--- config.mk ---
export PLATFORM = sky130hd
export DESIGN_NAME = sorted_priority_queue
export DESIGN_NICKNAME = d
export VERILOG_FILES = /design/src/rtl/core/spq_pkg.sv /design/src/rtl/core/spq_cell.sv /design/src/rtl/core/sorted_priority_queue.sv
export VERILOG_INCLUDE_DIRS = /design/src /design/src/rtl/core
export SDC_FILE = /design/constraint.sdc
export NUM_CORES = 2
export LEC_CHECK = 0
export BUFFER_PORTS_ARGS = -buffer_cell sky130_fd_sc_hd__buf_4
export CORE_MARGIN = 4
export CORE_UTILIZATION = 40
export CTS_CLUSTER_DIAMETER = 100
export CTS_CLUSTER_SIZE = 16
export DETAILED_ROUTE_END_ITERATION = 8
export GPL_TIMING_DRIVEN = 1
export PLACE_DENSITY = 0.64
export SKIP_CTS_REPAIR_TIMING = 1
export SLEW_MARGIN = 20
export SYNTH_ARGS = -nofsm -noshare
export SYNTH_HDL_FRONTEND = slang
export SYNTH_SLANG_ARGS = --single-unit
export TNS_END_PERCENT = 50
--- constraint.sdc ---
create_clock -name aclk -period 6.8 [get_ports aclk]
set_clock_uncertainty 0.2 [all_clocks]
set_input_delay 1.36 -clock aclk [delete_from_list [all_inputs] [get_ports aclk]]
set_output_delay 1.36 -clock aclk [all_outputs]
set_load 0.01 [all_outputs]
--- src/rtl/core/assert_macros.svh ---
// Assertion macros shared by the RTL of the sorted priority queue.
// No dependencies; define NO_ASSERTIONS to compile the checks out.
`ifndef ASSERT_MACROS_SVH
`define ASSERT_MACROS_SVH

`ifndef NO_ASSERTIONS
`define SPQ_ASSERT(label, clk, rstn, prop, msg) \
    label: assert property (@(posedge clk) disable iff (!rstn) prop) else $error(msg);
`define SPQ_ASSERT_ALWAYS(label, clk, prop, msg) \
    label: assert property (@(posedge clk) prop) else $error(msg);
`else
`define SPQ_ASSERT(label, clk, rstn, prop, msg)
`define SPQ_ASSERT_ALWAYS(label, clk, prop, msg)
`endif

`endif

--- src/rtl/core/spq_pkg.sv ---
// Types, codes and sizes for the sorted priority queue.
// No dependencies; used by spq_cell and sorted_priority_queue.
`timescale 1ns / 1ps
`default_nettype none

package spq_pkg;

    localparam int unsigned SPQ_DEPTH = 16;
    localparam int unsigned CNT_W     = $clog2(SPQ_DEPTH + 1);
    localparam int unsigned VALUE_W   = 32;
    localparam int unsigned PRIO_W    = 16;
    localparam int unsigned OP_W      = 2;
    localparam int unsigned STATUS_W  = 2;
    localparam int unsigned S_DATA_W  = 48;
    localparam int unsigned M_DATA_W  = 56;

    localparam logic [OP_W-1:0] OP_ENQ  = 2'd0;
    localparam logic [OP_W-1:0] OP_DEQ  = 2'd1;
    localparam logic [OP_W-1:0] OP_PEEK = 2'd2;

    localparam logic [STATUS_W-1:0] ST_OK    = 2'd0;
    localparam logic [STATUS_W-1:0] ST_EMPTY = 2'd1;
    localparam logic [STATUS_W-1:0] ST_FULL  = 2'd2;

    typedef logic [CNT_W-1:0] count_t;

    typedef struct packed {
        logic [VALUE_W-1:0] value;
        logic [PRIO_W-1:0]  prio;
    } entry_t;

    typedef struct packed {
        logic   enq;
        logic   deq;
        entry_t item;
    } shift_t;

endpackage

`default_nettype wire

--- src/rtl/core/spq_cell.sv ---
// One slot of the sorted queue chain: holds an entry and shifts with its neighbors.
// Depends on spq_pkg.
`timescale 1ns / 1ps
`default_nettype none

module spq_cell
    import spq_pkg::*;
(
    input  wire logic   aclk,
    input  wire shift_t cmd,
    input  wire logic   occupied,
    input  wire entry_t left_entry,
    input  wire logic   left_le,
    input  wire entry_t right_entry,
    output entry_t      entry,
    output logic        le
);

    entry_t entry_reg;
    entry_t entry_next;

    assign le    = occupied && (entry_reg.prio <= cmd.item.prio);
    assign entry = entry_reg;

    always_comb begin
        entry_next = entry_reg;
        if (cmd.enq) begin
            if (!left_le) begin
                entry_next = left_entry;
            end else if (!le) begin
                entry_next = cmd.item;
            end
        end else if (cmd.deq) begin
            entry_next = right_entry;
        end
    end

    always_ff @(posedge aclk) begin
        entry_reg <= entry_next;
    end

endmodule

`default_nettype wire

--- src/rtl/core/sorted_priority_queue.sv ---
// The result of an accepted item is registered in the output register.
// Throughput: one item per cycle unless the output stalls; every cell compares
// against the new priority in parallel and shifts in the same cycle.
// Reset: clears the fill count and the output valid; cell contents are not cleared.
// Top level of the sorted priority queue; depends on spq_pkg, spq_cell and
// assert_macros.svh.
`timescale 1ns / 1ps
`default_nettype none
`include "assert_macros.svh"

module sorted_priority_queue
    import spq_pkg::*;
(
    input  wire logic                aclk,
    input  wire logic                aresetn,
    input  wire logic                s_tvalid,
    output logic                     s_tready,
    // [31:0] item_value, [47:32] item_priority
    input  wire logic [S_DATA_W-1:0] s_tdata,
    // [1:0] op
    input  wire logic [OP_W-1:0]     s_tuser,
    output logic                     m_tvalid,
    input  wire logic                m_tready,
    // [1:0] status, [33:2] front_value, [49:34] front_priority,
    // [50] is_empty, [51] is_full, [55:52] zero
    output logic [M_DATA_W-1:0]      m_tdata
);

    count_t                count_reg;
    count_t                count_next;
    logic                  m_valid_reg;
    logic [M_DATA_W-1:0]   m_data_reg;
    logic [M_DATA_W-1:0]   m_data_next;

    logic                  s_fire;
    logic                  is_empty_now;
    logic                  is_full_now;
    logic [STATUS_W-1:0]   status;
    entry_t                front;
    shift_t                cmd;

    entry_t                cell_entry [SPQ_DEPTH];
    logic   [SPQ_DEPTH-1:0] cell_le;

    assign s_tready     = !m_valid_reg || m_tready;
    assign s_fire       = s_tvalid && s_tready;
    assign is_empty_now = (count_reg == '0);
    assign is_full_now  = (count_reg == CNT_W'(SPQ_DEPTH));

    assign cmd.item.value = s_tdata[VALUE_W-1:0];
    assign cmd.item.prio  = s_tdata[VALUE_W +: PRIO_W];
    assign cmd.enq        = s_fire && (s_tuser == OP_ENQ) && !is_full_now;
    assign cmd.deq        = s_fire && (s_tuser == OP_DEQ) && !is_empty_now;

    for (genvar i = 0; i < SPQ_DEPTH; i++) begin : g_cell
        entry_t left_entry;
        logic   left_le;
        entry_t right_entry;

        if (i == 0) begin : g_head
            assign left_entry = cmd.item;
            assign left_le    = 1'b1;
        end else begin : g_body
            assign left_entry = cell_entry[i-1];
            assign left_le    = cell_le[i-1];
        end

        if (i == SPQ_DEPTH - 1) begin : g_tail
            assign right_entry = cell_entry[i];
        end else begin : g_inner
            assign right_entry = cell_entry[i+1];
        end

        spq_cell u_cell (
            .aclk        (aclk),
            .cmd         (cmd),
            .occupied    (count_reg > CNT_W'(i)),
            .left_entry  (left_entry),
            .left_le     (left_le),
            .right_entry (right_entry),
            .entry       (cell_entry[i]),
            .le          (cell_le[i])
        );
    end

    always_comb begin
        count_next = count_reg;
        status     = ST_OK;
        front      = '0;
        unique case (s_tuser)
            OP_ENQ: begin
                if (is_full_now) begin
                    status = ST_FULL;
                end else begin
                    count_next = count_reg + 1'b1;
                end
            end
            OP_DEQ: begin
                if (is_empty_now) begin
                    status = ST_EMPTY;
                end else begin
                    front      = cell_entry[0];
                    count_next = count_reg - 1'b1;
                end
            end
            OP_PEEK: begin
                if (is_empty_now) begin
                    status = ST_EMPTY;
                end else begin
                    front = cell_entry[0];
                end
            end
            default: begin
                status = ST_OK;
            end
        endcase
        m_data_next = {4'b0000,
                       (count_next == CNT_W'(SPQ_DEPTH)),
                       (count_next == '0),
                       front.prio,
                       front.value,
                       status};
    end

    always_ff @(posedge aclk) begin
        if (!aresetn) begin
            count_reg   <= '0;
            m_valid_reg <= 1'b0;
        end else begin
            if (s_fire) begin
                count_reg   <= count_next;
                m_valid_reg <= 1'b1;
            end else if (m_tready) begin
                m_valid_reg <= 1'b0;
            end
        end
    end

    always_ff @(posedge aclk) begin
        if (s_fire) begin
            m_data_reg <= m_data_next;
        end
    end

    assign m_tvalid = m_valid_reg;
    assign m_tdata  = m_data_reg;

    `SPQ_ASSERT(a_count_bound, aclk, aresetn, count_reg <= CNT_W'(SPQ_DEPTH), "fill count above depth")
    `SPQ_ASSERT(a_enq_grows, aclk, aresetn, cmd.enq |=> count_reg == $past(count_reg) + 1'b1, "enqueue did not grow count")
    `SPQ_ASSERT(a_empty_flag, aclk, aresetn, m_valid_reg |-> (m_data_reg[50] == (count_reg == '0)), "empty flag disagrees with count")
    `SPQ_ASSERT(a_full_status, aclk, aresetn, (m_valid_reg && m_data_reg[1:0] == ST_FULL) |-> m_data_reg[51], "full status without full flag")

endmodule

`default_nettype wire

### Yosys cells after proc, flatten, opt, wreduce, memory -nomap -nowiden

Index checks and enable logic that the tools add are counted.

* bits in registers: 826
* input port bits: 54
* output and inout port bits: 58
* logic and storage cells: 208

* add/subtract/negate cells: 2
* magnitude comparators: 32
* eq/ne operators: 20
* muxes and demuxes: 69
* bitwise logic cells: 1
* reduce and logical (&&, ||, !) cells: 48

Operators with widths (count)
* 2-to-1 mux 48 bit: 61
* less-or-equal comparator 16 bit: 16
* inequality test 3 bit (second input constant): 14
* greater-than comparator 5 x 4 -> 1 bit (second input constant): 8
* AND reduction 2 bit: 16
* logical AND 1 bit: 21
* greater-than comparator 5 x 3 -> 1 bit (second input constant): 4
* equality test 5 bit (second input constant): 2
* greater-than comparator 5 x 1 -> 1 bit (second input constant): 2
* greater-than comparator 5 x 2 -> 1 bit (second input constant): 2
* logical NOT 5 bit: 2
* 2-to-1 mux 5 bit: 2
* one-hot mux 5 bit (2 select lines): 1
* adder 5 x 1 -> 5 bit (second input constant): 1
* subtractor 5 x 1 -> 5 bit (second input constant): 1
* inequality test 2 bit (second input constant): 2
* one-hot mux 2 bit (2 select lines): 1
* nonzero test 2 bit: 2
* OR reduction 2 bit: 2
* logical NOT 1 bit: 3
* 2-to-1 mux 1 bit: 3
* equality test 2 x 1 -> 1 bit (second input constant): 1
* equality test 2 bit (second input constant): 1
* logical NOT 2 bit: 1
* 3 further kinds: 3

### Longest topological paths before layout

* word-level depth: 7
* depth in mapped cells: 11
* gate-level depth less buffers: 8

### Cells and area by module

A second synthesis with hierarchy kept.

* cells, all modules: 4515
* area, all modules: 48516.5 um2

Modules (own cells, without submodules)
* spq_cell (g_cell[0].u_cell ...): instances 11, cells an instance 267, area an instance 2860.2 um2, seq. area each 1441.4 um2
* spq_cell (g_cell[5].u_cell ...): instances 5, cells an instance 269, area an instance 2862.7 um2, seq. area each 1441.4 um2
* sorted_priority_queue: instances 1, cells an instance 233, area an instance 2740.1 um2, seq. area each 1681.6 um2

### Worst setup path after synthesis

No wires, ideal clock.

* path type: input port to flip-flop
* start: in m_tready
* end: reg g_cell[8].u_cell.entry_reg, in the netlist g_cell[8].u_cell.entry[0] (enable)
* setup time: 482 ps
* arrival time: 6802 ps
* required time: 6118 ps
* setup slack: -685 ps
* stages: 8
* buffers on the path: 3
* path through: nand2b_1 > nand2_1 > inv_1 > clkbuf_1 > clkbuf_1 > o21ai_1 > clkbuf_1 > a31oi_1

* longest elaborated chain between the ends: 6
* elaborated cells on any way between the ends: 9
* classes of those cells: 1 x eq/ne; 8 x reduce/logical

Ends and longest elaborated chain
* from (decl): line sorted_priority_queue.sv:23 `input wire logic m_tready,`
* logical OR 1 bit (*): line sorted_priority_queue.sv:45 `assign s_tready = !m_valid_reg || m_tready;`
* logical AND 1 bit (*): line sorted_priority_queue.sv:46 `assign s_fire = s_tvalid && s_tready;`
* named net s_fire: line sorted_priority_queue.sv:35 `logic s_fire;`
* logical AND 1 bit, on equally long branches (2 in series): line sorted_priority_queue.sv:52, sorted_priority_queue.sv:53
* inequality test 3 bit (no source line) or nonzero test 2 bit (tied branches)
* AND reduction 2 bit (no source line) (*)
* to (signal assigned): line spq_cell.sv:39 `entry_reg <= entry_next;`
* to (decl): line spq_cell.sv:19 `entry_t entry_reg;`

The timed path passes the listed nets; every way through them passes the cells marked *.
A chain may end at the register's enable or synchronous reset.

### Worst setup path after layout

* start: in s_tdata[41]
* end: reg g_cell[8].u_cell.entry_reg, in the netlist g_cell[8].u_cell.entry[21] (enable)

* longest elaborated chain between the ends: 4
* elaborated cells on any way between the ends: 6
* classes of those cells: 2 x order compare; 1 x eq/ne; 3 x reduce/logical

Ends and longest elaborated chain
* from (decl): line sorted_priority_queue.sv:19 `input wire logic [S_DATA_W-1:0] s_tdata,`
* less-or-equal comparator 16 bit: line spq_cell.sv:22 `assign le = occupied && (entry_reg.prio <= cmd.item.prio);`
* logical AND 1 bit: line spq_cell.sv:22
* inequality test 3 bit (no source line) (*)
* AND reduction 2 bit (no source line) (*)

Mark *: on every way between the ends. The rest lies on a longest branch, timed or not.

==> metrics.md <==
| Metric | Value |
|---|---|
| Starting DRT DRC Count | `6010` |
| Die width | `350 um` |
| H-tree depth | `2` |
| Sequential share of the synthesized area | `0.528` |
| DRT antenna net count | `0` |
| Layout cells sized above 1 | `0.0987` |
| Most common cell after layout, fill and taps aside | `edfxtp_1` |
| Setup violators final | `0` |
| Pwr per Cell Area | `223 nW/um^2` |
| Reg area | `24700 um^2` |
| Placer Congestion | `0.929` |
| First-pass DRT Iterations | `6` |
| RSZ-0062 raised after global routing | `false` |
| PortBufs | `107` |
| Antenna violations before repair | `4` |
| Drt drc | `0` |
| Final WL | `170000 um` |
| Hold path depth | `2` |
| Outcome | `finished clean` |
| Die H | `350 um` |
| Overflow after GRT | `0` |
| Max_cap viols | `0` |
| EDFF count, synth | `820` |
| Largest register FFs | `768` |
| Routed vias | `39.7k` |
| Most frequent cells in the layout | `edfxtp_1, nand2_1, nor2_1` |
| Crit end category | `flip-flop` |
| Vias/cell | `6.66` |
| Worst reg-to-reg path cell count | `9` |
| Class of the worst hold path | `reg -> reg` |
| Area of the multi-input gates | `20800 um^2` |
| Hold Slack | `341 ps` |
| Final design instance area without fill | `51100 um^2` |
| Worst Path Max Fanout | `41` |
| Syn avg cell area | `10.3 um^2` |
| Critical path class | `in -> reg` |
| All-Layer GR Usage | `0.268` |
| Final Max Slew Viols | `0` |
| Slew HR | `0.276` |
| Row count | `125` |
| Area of the die | `123000 um^2` |
| Nets@finish | `4743` |
| First-pass GRT wire length | `249000 um` |
| Synth Flop Type | `edfxtp_1` |
| DP Worst Slack | `1280 ps` |
| Final worst-path cycle share | `0.719` |
| Final WS setup | `1910 ps` |
| Initial core utilization | `0.403` |
| Cts bufs inserted | `57` |
| Vias in the first global route | `37.3k` |
| Clk Latency, worst-skew pair | `720 ps` |
| Clock period minus worst slack | `4890 ps` |
| Placed cell areas | `49500 um^2` |
| Post-DP HPWL | `105000 um` |
| Pwr Total | `11400 uW` |
| Startpoint types | `input port` |
| Leak | `0.0178 uW` |
| Total clock sinks | `826` |
| Per-cell routed wire length | `28.5 um` |
| Worst-Margin Slew | `1060 ps` |
| Synth cell types | `67` |
| Peak Freq | `0.204 GHz` |
| Clock Tree Buf Depth | `3` |
| Ports | `112` |
| Post-synth ARST share | `0` |
| P&R area growth vs syn | `9.12%` |
| Peak supply drop | `0.000207 V` |
| Mapped cell area | `46800 um^2` |
| Ys Warns | `0` |
| Clk slew on worst S/H paths | `70 ps` |
| Clock root cell | `clkbuf_16` |
| CTS tree | `built` |
| Post-synthesis cell count | `4531` |
| Largest net degree at the start of global routing | `193` |
| Worst EP arrival | `5030 ps` |
| Fill count | `10.9k` |
| Core area | `116000 um^2` |
| FF+latch count, synth | `826` |
| Hold Violations, Final | `0` |
| WP data required | `6940 ps` |
path summary, 6_finish.rpt:
check / startpoint / end / slack, ps
max: s_tdata[41] / g_cell[8].u_cell.entry[21] / 1910
min: g_cell[15].u_cell.entry[42] / g_cell[14].u_cell.entry[42] / 340
max reg2reg: count_reg[0] / g_cell[13].u_cell.entry[16] / 2140
min reg2reg: g_cell[15].u_cell.entry[42] / g_cell[14].u_cell.entry[42] / 340
report_power, final:
part           total [uW]  switching [uW]  internal, uW
logic                1910            1320           589
registers            6110             166          5940
clock network        3370            1850          1520
total               11400            3330          8050
metrics by stage:
step	TNS, ps	utilization	instances
after floorplan	-348680	-	4534
after global placement	0	0.426	5886
after detailed placement	0	0.426	5888
after CTS	0	0.439	5959
after global routing	0	0.440	5962
final	0	0.440	5965
cell usage after synthesis, drive strengths merged (49+ instances only):
cell type / n / share of area
inv: 53 / 0.0042
nor2: 334 / 0.027
ha: 265 / 0.071
nor3: 156 / 0.017
nand3: 257 / 0.027
a31oi: 153 / 0.020
o211ai: 300 / 0.048
buf: 65 / 0.0065
clkbuf: 328 / 0.026
nand4: 100 / 0.013
nand2: 677 / 0.054
edfxtp: 820 / 0.53
nand3b: 49 / 0.0079
a221o: 195 / 0.042
o221a: 49 / 0.012
o21ai: 185 / 0.020
a21oi: 253 / 0.027
and2: 53 / 0.0071
cell families after synthesis:
family,share of synthesized area
DFF,0.528
AOI/OAI and AO/OA,0.185
adders and majority gates,0.0708
muxes,0.0120
buffers and inverters,0.0371
and+or+nand+nor,0.167
other,0.0000801
cell type report:
class / count / area share
sequential: 826 / 0.484
multi-input combinational: 3262 / 0.406
timing repair buffer: 224 / 0.0380
tap: 1524 / 0.0373
clock buffer: 67 / 0.0286
inverter: 53 / 0.00394
clock inverter: 4 / 0.00147
antenna: 5 / 0.000245
metal layers:
metal / part of all wire / GRT usage / routed length (um)
met1: 0.40 / 0.374 / 68100
met2: 0.44 / 0.415 / 75200
met3: 0.12 / 0.0567 / 20200
met4: 0.036 / 0.0938 / 6190
met5: 0.000047 / 0 / 8
critical path, cell delays in order:
cell and delay, ps:
buf_4 150, inv_1 600, ha_1 290, nand4_1 170
or4_1 570, a21oi_1 240, nor4b_2 90, or2_2 520
a31oi_4 580, buf_12 420
(Power assumes the default switching activity.)
